### config.mk
export PLATFORM = sky130hd
export DESIGN_NAME = two_class_priority_queue_stats
export DESIGN_NICKNAME = d
export VERILOG_FILES = /design/src/design/tcpq_pkg.sv /design/src/design/tcpq_ctrl.sv /design/src/design/tcpq_dp.sv /design/src/design/two_class_priority_queue_stats.sv
export SDC_FILE = /design/constraint.sdc
export NUM_CORES = 2
export LEC_CHECK = 0
export ABC_AREA = 1
export BUFFER_PORTS_ARGS = -buffer_cell sky130_fd_sc_hd__buf_4
export CELL_PAD_IN_SITES_DETAIL_PLACEMENT = 2
export CELL_PAD_IN_SITES_GLOBAL_PLACEMENT = 2
export CORE_MARGIN = 5
export CORE_UTILIZATION = 37
export DETAILED_ROUTE_END_ITERATION = 7
export HOLD_SLACK_MARGIN = 0.02
export PLACE_DENSITY = 0.9
export SLEW_MARGIN = 20
export SYNTH_ARGS = -nofsm -noshare
export SYNTH_HDL_FRONTEND = slang
export SYNTH_SLANG_ARGS = --single-unit
### constraint.sdc
create_clock -name clk -period 5.35 [get_ports clk]
set_input_delay 0.535 -clock clk [delete_from_list [all_inputs] [get_ports clk]]
set_output_delay 0.535 -clock clk [all_outputs]
set_load 0.005 [all_outputs]
### src/design/tcpq_pkg.sv
`timescale 1ns / 1ps

package tcpq_pkg;

  localparam int QUEUE_DEPTH = 8;
  localparam int PTR_W       = $clog2(QUEUE_DEPTH);
  localparam int OCC_W       = 4;
  localparam int TIME_WIDTH  = 32;
  localparam int CNT_W       = 32;
  localparam int SUM_W       = 40;
  localparam int ARR_W       = 4;

  localparam logic [OCC_W-1:0] CAP_RESET = 4'd5;
  localparam logic [OCC_W-1:0] CAP_MAX   = OCC_W'(QUEUE_DEPTH);

  typedef logic [1:0] class_code_t;
  localparam class_code_t CLS_IDLE = 2'd0;
  localparam class_code_t CLS_HIGH = 2'd1;
  localparam class_code_t CLS_LOW  = 2'd2;

  typedef enum logic [2:0] {
    ST_IDLE,
    ST_ARRIVE,
    ST_PUSH_H,
    ST_PUSH_L,
    ST_READ,
    ST_SERVE
  } ctl_state_t;

  typedef struct packed {
    logic [ARR_W-1:0] high_arrivals;
    logic [ARR_W-1:0] low_arrivals;
  } in_word_t;

  typedef struct packed {
    class_code_t      served_class;
    logic [31:0]      served_wait;
    logic [CNT_W-1:0] arrivals_total;
    logic [CNT_W-1:0] high_served_total;
    logic [CNT_W-1:0] low_served_total;
    logic [CNT_W-1:0] high_refused_total;
    logic [CNT_W-1:0] low_refused_total;
    logic [CNT_W-1:0] idle_total;
    logic [SUM_W-1:0] high_wait_sum;
    logic [SUM_W-1:0] low_wait_sum;
    logic [OCC_W-1:0] high_occupancy;
    logic [OCC_W-1:0] low_occupancy;
  } out_word_t;

  // controller -> datapath
  typedef struct packed {
    logic latch;
    logic arrive;
    logic push_h;
    logic push_l;
    logic read;
    logic serve;
  } tcpq_cmd_t;

  // datapath -> controller
  typedef struct packed {
    logic h_last;
    logic l_last;
  } tcpq_stat_t;

  function automatic logic [CNT_W-1:0] sat_add_cnt(input logic [CNT_W-1:0] a,
                                                   input logic [ARR_W:0]   b);
    logic [CNT_W:0] s;
    s = {1'b0, a} + {{(CNT_W-ARR_W){1'b0}}, b};
    return s[CNT_W] ? {CNT_W{1'b1}} : s[CNT_W-1:0];
  endfunction

  function automatic logic [SUM_W-1:0] sat_add_sum(input logic [SUM_W-1:0]      a,
                                                   input logic [TIME_WIDTH-1:0] b);
    logic [SUM_W:0] s;
    s = {1'b0, a} + {{(SUM_W+1-TIME_WIDTH){1'b0}}, b};
    return s[SUM_W] ? {SUM_W{1'b1}} : s[SUM_W-1:0];
  endfunction

endpackage

### src/design/tcpq_ctrl.sv
`timescale 1ns / 1ps

module tcpq_ctrl
  import tcpq_pkg::*;
(
  input  logic       clk,
  input  logic       rst_n,
  input  logic       start,
  input  tcpq_stat_t stat,
  output tcpq_cmd_t  cmd,
  output logic       busy
);

  ctl_state_t state_r, state_nxt;

  always_ff @(posedge clk) begin
    if (!rst_n) begin
      state_r <= ST_IDLE;
    end else begin
      state_r <= state_nxt;
    end
  end

  always_comb begin
    state_nxt = state_r;
    unique case (state_r)
      ST_IDLE:   if (start) state_nxt = ST_ARRIVE;
      ST_ARRIVE: state_nxt = ST_PUSH_H;
      ST_PUSH_H: if (stat.h_last) state_nxt = ST_PUSH_L;
      ST_PUSH_L: if (stat.l_last) state_nxt = ST_READ;
      ST_READ:   state_nxt = ST_SERVE;
      ST_SERVE:  state_nxt = ST_IDLE;
      default:   state_nxt = ST_IDLE;
    endcase
  end

  always_comb begin
    cmd  = '0;
    busy = 1'b1;
    unique case (state_r)
      ST_IDLE: begin
        busy      = 1'b0;
        cmd.latch = start;
      end
      ST_ARRIVE: cmd.arrive = 1'b1;
      ST_PUSH_H: cmd.push_h = 1'b1;
      ST_PUSH_L: cmd.push_l = 1'b1;
      ST_READ:   cmd.read   = 1'b1;
      ST_SERVE:  cmd.serve  = 1'b1;
      default:   busy = 1'b1;
    endcase
  end

`ifndef ASSERT_OFF
  // a tick always ends with exactly one serve step before going idle
  a_serve_then_idle: assert property (@(posedge clk) disable iff (!rst_n)
    state_r == ST_SERVE |=> state_r == ST_IDLE)
    else $error("serve step not followed by idle");

  // the serve step is reached only through the read step
  a_read_before_serve: assert property (@(posedge clk) disable iff (!rst_n)
    state_r == ST_SERVE |-> $past(state_r) == ST_READ)
    else $error("serve step without a stamp read");

  // a new word is taken only from idle
  a_latch_idle: assert property (@(posedge clk) disable iff (!rst_n)
    cmd.latch |-> (state_r == ST_IDLE && !busy))
    else $error("word latched while busy");
`endif

endmodule

### src/design/tcpq_dp.sv
`timescale 1ns / 1ps

module tcpq_dp
  import tcpq_pkg::*;
(
  input  logic             clk,
  input  logic             rst_n,
  input  tcpq_cmd_t        cmd,
  input  in_word_t         in_word,
  input  logic             cfg_we,
  input  logic [OCC_W-1:0] cfg_wdata,
  output tcpq_stat_t       stat,
  output out_word_t        out_word,
  output logic             out_valid
);

  logic [TIME_WIDTH-1:0] mem_h [QUEUE_DEPTH];
  logic [TIME_WIDTH-1:0] mem_l [QUEUE_DEPTH];

  logic [OCC_W-1:0]      cap_r;
  logic [TIME_WIDTH-1:0] tick_r;
  logic [ARR_W-1:0]      ha_r, la_r;
  logic [OCC_W-1:0]      h_left_r, l_left_r;
  logic [PTR_W-1:0]      h_head_r, h_tail_r, l_head_r, l_tail_r;
  logic [OCC_W-1:0]      h_count_r, l_count_r;
  logic [TIME_WIDTH-1:0] stamp_r;
  class_code_t           cls_r;
  logic                  out_valid_r;
  class_code_t           served_class_r;
  logic [31:0]           served_wait_r;
  logic [CNT_W-1:0]      arr_tot_r, h_srv_r, l_srv_r, h_ref_r, l_ref_r, idle_r;
  logic [SUM_W-1:0]      h_sum_r, l_sum_r;

  logic [OCC_W-1:0]      cap_eff;
  logic [OCC_W-1:0]      h_avail, l_avail, h_acc, l_acc;
  logic [ARR_W-1:0]      h_ref, l_ref;
  logic [TIME_WIDTH-1:0] wait_now;

  // zero reads as one, anything above the ring depth is clamped
  always_comb begin
    priority if (cap_r == '0) begin
      cap_eff = 4'd1;
    end else if (cap_r > CAP_MAX) begin
      cap_eff = CAP_MAX;
    end else begin
      cap_eff = cap_r;
    end
  end

  assign h_avail = (h_count_r >= cap_eff) ? '0 : cap_eff - h_count_r;
  assign l_avail = (l_count_r >= cap_eff) ? '0 : cap_eff - l_count_r;
  assign h_acc   = (ha_r < h_avail) ? ha_r : h_avail;
  assign l_acc   = (la_r < l_avail) ? la_r : l_avail;
  assign h_ref   = ha_r - h_acc;
  assign l_ref   = la_r - l_acc;
  assign wait_now = tick_r - stamp_r;

  assign stat.h_last = (h_left_r <= 4'd1);
  assign stat.l_last = (l_left_r <= 4'd1);

  always_ff @(posedge clk) begin
    if (!rst_n) begin
      cap_r <= CAP_RESET;
    end else if (cfg_we) begin
      cap_r <= cfg_wdata;
    end
  end

  // stamp stores, no reset
  always_ff @(posedge clk) begin
    if (cmd.push_h && h_left_r != '0) begin
      mem_h[h_tail_r] <= tick_r;
    end
    if (cmd.push_l && l_left_r != '0) begin
      mem_l[l_tail_r] <= tick_r;
    end
  end

  always_ff @(posedge clk) begin
    if (cmd.latch) begin
      ha_r <= in_word.high_arrivals;
      la_r <= in_word.low_arrivals;
    end
    if (cmd.read) begin
      stamp_r <= (h_count_r != '0) ? mem_h[h_head_r] : mem_l[l_head_r];
    end
  end

  always_ff @(posedge clk) begin
    if (!rst_n) begin
      tick_r         <= {{(TIME_WIDTH-1){1'b0}}, 1'b1};
      h_left_r       <= '0;
      l_left_r       <= '0;
      h_head_r       <= '0;
      h_tail_r       <= '0;
      l_head_r       <= '0;
      l_tail_r       <= '0;
      h_count_r      <= '0;
      l_count_r      <= '0;
      cls_r          <= CLS_IDLE;
      out_valid_r    <= 1'b0;
      served_class_r <= CLS_IDLE;
      served_wait_r  <= '0;
      arr_tot_r      <= '0;
      h_srv_r        <= '0;
      l_srv_r        <= '0;
      h_ref_r        <= '0;
      l_ref_r        <= '0;
      idle_r         <= '0;
      h_sum_r        <= '0;
      l_sum_r        <= '0;
    end else begin
      out_valid_r <= cmd.serve;
      if (cmd.arrive) begin
        arr_tot_r <= sat_add_cnt(arr_tot_r, {1'b0, ha_r} + {1'b0, la_r});
        h_ref_r   <= sat_add_cnt(h_ref_r, {1'b0, h_ref});
        l_ref_r   <= sat_add_cnt(l_ref_r, {1'b0, l_ref});
        h_left_r  <= h_acc;
        l_left_r  <= l_acc;
      end
      if (cmd.push_h && h_left_r != '0) begin
        h_tail_r  <= h_tail_r + 1'b1;
        h_count_r <= h_count_r + 1'b1;
        h_left_r  <= h_left_r - 1'b1;
      end
      if (cmd.push_l && l_left_r != '0) begin
        l_tail_r  <= l_tail_r + 1'b1;
        l_count_r <= l_count_r + 1'b1;
        l_left_r  <= l_left_r - 1'b1;
      end
      if (cmd.read) begin
        priority if (h_count_r != '0) begin
          cls_r <= CLS_HIGH;
        end else if (l_count_r != '0) begin
          cls_r <= CLS_LOW;
        end else begin
          cls_r <= CLS_IDLE;
        end
      end
      if (cmd.serve) begin
        served_class_r <= cls_r;
        tick_r         <= tick_r + 1'b1;
        unique case (cls_r)
          CLS_HIGH: begin
            served_wait_r <= wait_now;
            h_head_r      <= h_head_r + 1'b1;
            h_count_r     <= h_count_r - 1'b1;
            h_srv_r       <= sat_add_cnt(h_srv_r, 5'd1);
            h_sum_r       <= sat_add_sum(h_sum_r, wait_now);
          end
          CLS_LOW: begin
            served_wait_r <= wait_now;
            l_head_r      <= l_head_r + 1'b1;
            l_count_r     <= l_count_r - 1'b1;
            l_srv_r       <= sat_add_cnt(l_srv_r, 5'd1);
            l_sum_r       <= sat_add_sum(l_sum_r, wait_now);
          end
          default: begin
            served_wait_r <= '0;
            idle_r        <= sat_add_cnt(idle_r, 5'd1);
          end
        endcase
      end
    end
  end

  assign out_valid                   = out_valid_r;
  assign out_word.served_class       = served_class_r;
  assign out_word.served_wait        = served_wait_r;
  assign out_word.arrivals_total     = arr_tot_r;
  assign out_word.high_served_total  = h_srv_r;
  assign out_word.low_served_total   = l_srv_r;
  assign out_word.high_refused_total = h_ref_r;
  assign out_word.low_refused_total  = l_ref_r;
  assign out_word.idle_total         = idle_r;
  assign out_word.high_wait_sum      = h_sum_r;
  assign out_word.low_wait_sum       = l_sum_r;
  assign out_word.high_occupancy     = h_count_r;
  assign out_word.low_occupancy      = l_count_r;

`ifndef ASSERT_OFF
  // occupancy never passes the ring depth
  a_occ_bound: assert property (@(posedge clk) disable iff (!rst_n)
    h_count_r <= CAP_MAX && l_count_r <= CAP_MAX)
    else $error("queue occupancy beyond ring depth");

  // ring pointers agree with the occupancy count
  a_ring_h: assert property (@(posedge clk) disable iff (!rst_n)
    (h_tail_r - h_head_r) == h_count_r[PTR_W-1:0])
    else $error("high ring pointers disagree with count");

  a_ring_l: assert property (@(posedge clk) disable iff (!rst_n)
    (l_tail_r - l_head_r) == l_count_r[PTR_W-1:0])
    else $error("low ring pointers disagree with count");

  // an idle tick reports no wait
  a_idle_wait: assert property (@(posedge clk) disable iff (!rst_n)
    (out_valid_r && served_class_r == CLS_IDLE) |-> served_wait_r == '0)
    else $error("idle tick with nonzero wait");
`endif

endmodule

### src/design/two_class_priority_queue_stats.sv
`timescale 1ns / 1ps

// Strict-priority two-class scheduler with tail drop and running statistics.
// Each word taken on start (while busy is low) is one tick: its high and low
// arrival counts are first checked against the configured queue capacity,
// refused arrivals are counted, and the accepted ones are pushed one per
// cycle into their class ring, stamped with the tick number. Then one entry,
// if any, is served, high class first, and its wait is added to the class
// wait sum; a tick with both rings empty is counted as idle. One result
// word appears on out_word with out_valid high for exactly one cycle; the
// receiver cannot stall it, so it must take it then. A tick lasts longer
// the more arrivals are accepted, since the stamp stores take one write per
// cycle; start may be raised again in the cycle the strobe shows.
// cfg_we/cfg_wdata write the queue capacity (0 acts as 1, above 8 acts as 8)
// and should only be used while idle. All counters saturate.

module two_class_priority_queue_stats
  import tcpq_pkg::*;
(
  input  logic             clk,
  input  logic             rst_n,
  input  logic             start,
  output logic             busy,
  input  in_word_t         in_word,
  input  logic             cfg_we,
  input  logic [OCC_W-1:0] cfg_wdata,
  output logic             out_valid,
  output out_word_t        out_word
);

  tcpq_cmd_t  cmd;
  tcpq_stat_t stat;

  // sequence the arrive, push, read and serve steps
  tcpq_ctrl u_ctrl (
    .clk   (clk),
    .rst_n (rst_n),
    .start (start),
    .stat  (stat),
    .cmd   (cmd),
    .busy  (busy)
  );

  // hold the rings, stamps and statistics
  tcpq_dp u_dp (
    .clk       (clk),
    .rst_n     (rst_n),
    .cmd       (cmd),
    .in_word   (in_word),
    .cfg_we    (cfg_we),
    .cfg_wdata (cfg_wdata),
    .stat      (stat),
    .out_word  (out_word),
    .out_valid (out_valid)
  );

endmodule
; Word level (Yosys, flattened, before mapping)
; Memory sizes are Yosys's and may differ from the RTL's. A register that Yosys moved wholly into a read port is not among the register bits.
; Cells that the tools add are included.
; W data, S select, Z words.
[word_totals]
reg_bits = 416
inputBits = 16
n_memories = 2
ram_bits = 512
[op_classes]
add_sub_neg = 25
reduce_logical = 15
mux = 47
n_lt_le_gt_ge = 7
n_eq_ne = 10
n_bitwise = 1
[memory_table]
columns = name, words, width, rd, rd_clocked_by_memory_dff, wr, line
row1 = u_dp.mem_h, 8, 32, 1, 1, 1, tcpq_dp.sv:17  ; logic [TIME_WIDTH-1:0] mem_h [QUEUE_DEPTH];
row2 = u_dp.mem_l, 8, 32, 1, 1, 1, tcpq_dp.sv:18  ; logic [TIME_WIDTH-1:0] mem_l [QUEUE_DEPTH];
[ops]
columns = op, count
row1 = $mux W32, 8
row2 = $add A32 B1 Y33 const B, 3
row3 = $add A40 B32 Y41, 2
row4 = $mux W40, 2
row5 = $add A32 B4 Y33, 2
row6 = $mux W4, 16
row7 = $add A32 B5 Y33, 1
row8 = $add A32 B1 Y32 const B, 1
row9 = $sub A32 B32 Y32, 1
row10 = $mux W3, 7
row11 = $reduce_bool A4 Y1, 4
row12 = $sub A4 B1 Y4 const B, 4
row13 = $sub A4 B4 Y4, 4
row14 = $pmux W3 S5, 1
row15 = $add A3 B1 Y3 const B, 4
row16 = $mux W1, 11
row17 = $add A4 B1 Y4 const B, 2
row18 = $ge A4 B4 Y1, 2
row19 = $le A4 B1 Y1 const B, 2
row20 = $lt A4 B4 Y1, 2
row21 = $eq A3 B2 Y1 const B, 2
row22 = $eq A3 B3 Y1 const B, 2
row23 = $ne A2 B2 Y1 const B, 3
row24 = $reduce_and A2 Y1, 3
row25 = 13 further kinds, 16

; Logic depth before layout (Yosys ltp)
[logic_depth]
depth_word = 10
depth_mapped = 34
depth_no_buf = 34

; By module
; A second synthesis with hierarchy kept.
[hier_totals]
cells_unflattened = 5890
area_unflattened_um2 = 49087.1
[by_module_without_submodules]
columns = mod, area_per_inst_um2, cells_per_inst, n_inst
row1 = tcpq_dp, 48844.3, 5854, 1
row2 = tcpq_ctrl, 242.7, 36, 1

; Least setup slack after synthesis
; Ideal clock, no wire load.
[synth_timing]
path_kind = flip-flop to flip-flop
start = reg u_dp.cap_r[0]
end = reg u_dp.l_ref_r[28]
path_stages_with_launch = 33
path_buffers = 1
arrival_time_ps = 4760
t_required_ps = 5276
path_slack_ps = 515
path_cell_list = dfxtp_1 nor3_1 o21ai_0 ha_1 inv_1 fa_1 nand3_1 nand2_1 nand2_1 inv_1 nand2_1 nor2_1 inv_1 ha_1 a21oi_1 nand2_1 nand2_1 and2_1 ha_1 inv_1 fa_1 inv_1 fa_1 inv_1 nand2_1 o21ai_0 nand2_1 nor2_1 nand3_1 inv_1 nand2_1 buf_2 a31oi_1
[synth_between]
elab_chain_len = 10
[synth_rtl]
columns = item, line
row1 = start: declaration, tcpq_dp.sv:20  ; logic [OCC_W-1:0] cap_r;
row2 = start signal: assignment, tcpq_dp.sv:65  ; cap_r <= cfg_wdata;
row3 = $gt A4 B4 Y1, tcpq_dp.sv:43  ; end else if (cap_r > CAP_MAX) begin
row4 = $mux W4, tcpq_dp.sv:43
row5 = $mux W4 *, tcpq_dp.sv:41  ; priority if (cap_r == '0) begin
row6 = $sub A4 B4 Y4 or $ge A4 B4 Y1 (tied branches), tcpq_dp.sv:51  ; assign l_avail = (l_count_r >= cap_eff) ? '0 : cap_eff - l_count_r;
row7 = $mux W4 *, tcpq_dp.sv:51
row8 = $lt A4 B4 Y1, tcpq_dp.sv:53  ; assign l_acc = (la_r < l_avail) ? la_r : l_avail;
row9 = $mux W4 *, tcpq_dp.sv:53
row10 = $sub A4 B4 Y4 *, tcpq_dp.sv:55  ; assign l_ref = la_r - l_acc;
row11 = $add A32 B4 Y33 *, tcpq_pkg.sv:69  ; s = {1'b0, a} + {{(CNT_W-ARR_W){1'b0}}, b};
row12 = $mux W32 *, tcpq_pkg.sv:70  ; return s[CNT_W] ? {CNT_W{1'b1}} : s[CNT_W-1:0];
row13 = end signal: assignment, tcpq_dp.sv:117  ; l_ref_r <= sat_add_cnt(l_ref_r, {1'b0, l_ref});
row14 = end: declaration, tcpq_dp.sv:31  ; logic [CNT_W-1:0] arr_tot_r, h_srv_r, l_srv_r, h_ref_r, l_ref_r, idle_r;
; Every way passes the cells marked *; elsewhere a longest branch is shown, timed or not.
; A chain may end at the register's enable or synchronous reset.

; Final worst setup path
[layout_timing]
start = reg u_dp.cap_r[0]
end = reg u_dp.h_ref_r[21]
[layout_between]
elab_chain_len = 10
[layout_rtl]
columns = item, line
row1 = $gt A4 B4 Y1, tcpq_dp.sv:43
row2 = $mux W4, tcpq_dp.sv:43
row3 = $mux W4 *, tcpq_dp.sv:41
row4 = $sub A4 B4 Y4 or $ge A4 B4 Y1 (tied branches), tcpq_dp.sv:50  ; assign h_avail = (h_count_r >= cap_eff) ? '0 : cap_eff - h_count_r;
row5 = $mux W4 *, tcpq_dp.sv:50
row6 = $lt A4 B4 Y1, tcpq_dp.sv:52  ; assign h_acc = (ha_r < h_avail) ? ha_r : h_avail;
row7 = $mux W4 *, tcpq_dp.sv:52
row8 = $sub A4 B4 Y4 *, tcpq_dp.sv:54  ; assign h_ref = ha_r - h_acc;
row9 = $add A32 B4 Y33 *, tcpq_pkg.sv:69
row10 = $mux W32 *, tcpq_pkg.sv:70
row11 = end signal: assignment, tcpq_dp.sv:116  ; h_ref_r <= sat_add_cnt(h_ref_r, {1'b0, h_ref});
row12 = end: declaration, tcpq_dp.sv:31
; Marks and branches as above.

==> flow_summary.toml <==
[yosys]
synth_area_leaders = "edfxtp_1, dfxtp_1, nand2_1, inv_1, nor2_1"
synth_top_cell_by_area = "edfxtp_1"
ys.flop_type = "edfxtp_1"
async_reset_ff_frac = 0
synth_top_area_share = 0.338
synth_top_cells_by_count = "nand2_1, inv_1, nor2_1"
synth_seq_cells = 934
syn_inst = 5911
synth_most_common_cell = "nand2_1"
syn-num-nets = 6090
yosysSeqAreaShare = 0.493
syn_area_sq_mm = 0.0491
synth.distinct_cells = 55
avgSynthCellArea_sq_um = 8.31
ys_warn_count = 0
synth-edff-count = 552

[floorplanning]
ios = 332
fp.dieW_um = 374
die-area_sq_mm = 0.140
core.rowCount = 133
initial_utilization = 0.373
die_h_um = 374
core_sq_mm = 0.132

[worst_setup_path]
crit_path_frequent_cell = "nand2_1"
worstPathBufferInverterCount = 5
cp_slowest_cell = "fa_2"
cp-start-kind = "flip-flop"
endpoint_kind = "flip-flop"
cp_slowest_stage_delay_ns = 0.39
crit_required_ns = 5.98
cp.arrival_ns = 6.15
crit_family = "simple AND/OR/NAND/NOR gates"
path_max_fanout = 5
criticalPathCategory = "flip-flop to flip-flop"

[grt]
grt-ovfl-total = 0
grt_max_degree = 105
grt_first_pass_wirelength_um = 353000
grt_antenna_before_repair = 6
track_usage = 0.325
first_global_vias = 53800

[cts]
clockRootBuffer = "clkbuf_16"
cts.htree.levels = 3
cts_tree = "built"
clkTransAtPathRegs_ns = 0.07
clock-sinks = 934
cts_made_buffers = 108
clock_latency_ns = 0.75
cts_max_path_buffers = 3

[placed_design]
dp_worst_setup_slack_ns = -0.580
postPlaceCellArea_sq_mm = 0.0540
place.gp.congestion = 0.909
dp_hpwl_um = 155000
portBuffers = 331

[job]
cap_violations = 0

[timing]
setup_slack_ns = -0.167
setup_viol = 25
slew_violations = 0
skew_ns = 0.0513
max-slew-margin-rel = 0.221
worst_slew_pin_slew_ns = 1.17
tns_ns = -1.06
layout_min_cycle_time_ns = 5.52
fmax_mhz = 181
fin_crit_sh = 1.03
finalHoldViolCount = 0

[power_and_ir_drop]
p_int_mw = 13.6
p_sw_frac = 0.335
power_frac_seq = 0.399
p_leak_nw = 23.2
power_density_mw_per_mm2 = 351
combPwrFrac = 0.216
p_switching_mw = 6.85
power.share.clock = 0.386
peakVddDrop_v = 0.000251

[detailed_routing]
drtAntennaViolNets = 0
first_pass_iters = 6
vias = 48700
wirelength_um = 244000
drc = 0
vias_per_cell = 5.98
drt_iter0_drc = 3920
wl_per_cell_um = 29.9

[outcome]
status = "finished with violations"
violations = "setup timing"

[min_path]
hp-class = "input port to flip-flop"

[final_layout]
fin_area_sq_mm = 0.0582
fin_nets = 6475
layout-drive-gt1-share = 0.120
area_delta_synth_final_pct = 18.6
==> layout by cell type, fill, tap and decap left out, types with 96 or more instances in the layout <==
master and n:
dfxtp_1 372, ha_1 144, edfxtp_1 552, nand2_1 1352, clkbuf_16 109, inv_1 691, o21ai_0 346, mux2i_1 96
nand3_1 289, o211ai_1 100, buf_4 445, nor2_1 594, a21oi_1 434, nor3_1 112, xor2_1 112
==> metrics by stage <==
step / util / std cells / hold slack (ns) / power [mW]
after CTS: 0.440 / 8131 / 0.0208 / 20.1
after global placement: 0.410 / 7914 / 0.455 / 11.7
after detailed placement: 0.410 / 7914 / 0.461 / 12.1
final: 0.442 / 8152 / 0.0713 / 20.4
after floorplan: - / 5911 / 0.447 / 10.4
after global routing: 0.442 / 8148 / 0.0524 / 21.0
==> registers in the layout (all words and copies together), names as in the netlist, 40 cells and up, named ones only <==
name	count
u_dp.h_sum_r	40
u_dp.l_sum_r	40
u_dp.mem_h	256
u_dp.mem_l	256
==> metal layers <==
layer  vias to the layer above  GRT usage  wire [um]
met1                     24900      0.377      91500
met2                      2341      0.572     121000
met3                       808     0.0607      16300
met4                         0      0.171      15200
met5                         -          0          0
li1                      20700          -          -
==> area by class of cell <==
cell class,instances,area [sq um]
diodes,5,12.5
clock buffers,153,3040
clock inverters,53,556
fillers,14400,73400
flip-flops and latches,934,24200
repair buffers,462,3570
multi-input cells,4082,21900
well taps,1755,2200
inverters,708,2670
==> power by group through the flow <==
stage          Combinational, mW  Clock [mW]  Sequential (mW)
2_1_floorplan               2.24           0             8.16
3_3_place_gp                3.50           0             8.21
3_5_place_dp                3.85           0             8.25
4_1_cts                     4.06        7.89             8.12
5_1_grt                     4.63        8.20             8.15
6_report                    4.40        7.88             8.14
==> tightest hold or removal path: stages <==
cell	delay, ns
buf_4	0.10
nand2_1	0.06
nand3_1	0.07
==> timing repair <==
action                                 CTS  global route
setup endpoints to repair               60            61
resized for setup                       41            58
setup buffers                            2            13
hold buffers                             8             0
endpoints found under the hold margin    8             0
gates cloned                             1             1
pin swaps                                6            27
==> cell families (layout without fill, tap and decap cells) <==
family                   after synthesis  in the layout  synth area share
AND/OR/NAND/NOR                     2602           2603             0.222
AO/OA/AOI/OAI                       1038           1038             0.119
flip-flops                           934            934             0.493
buffers and inverters                896           1376            0.0696
XOR/XNOR                             182            182            0.0325
adder cells (fa/ha/maj)              163            163            0.0437
multiplexers                          96             96            0.0196
other                                  0              5                 0
==> final timing paths <==
kind / startpoint / to / slack (ns) / depth (start not counted)
worst max-delay path: u_dp.cap_r[0] / u_dp.h_ref_r[21] / -0.17 / 29
worst min-delay path: cfg_wdata[0] / u_dp.cap_r[0] / 0.07 / 3
worst max register to register: u_dp.cap_r[0] / u_dp.h_ref_r[21] / -0.17 / 29
worst min register to register: u_dp.served_wait_r[17] / u_dp.served_wait_r[17] / 0.47 / 2
Note: power is estimated with default switching activity, not from simulation.
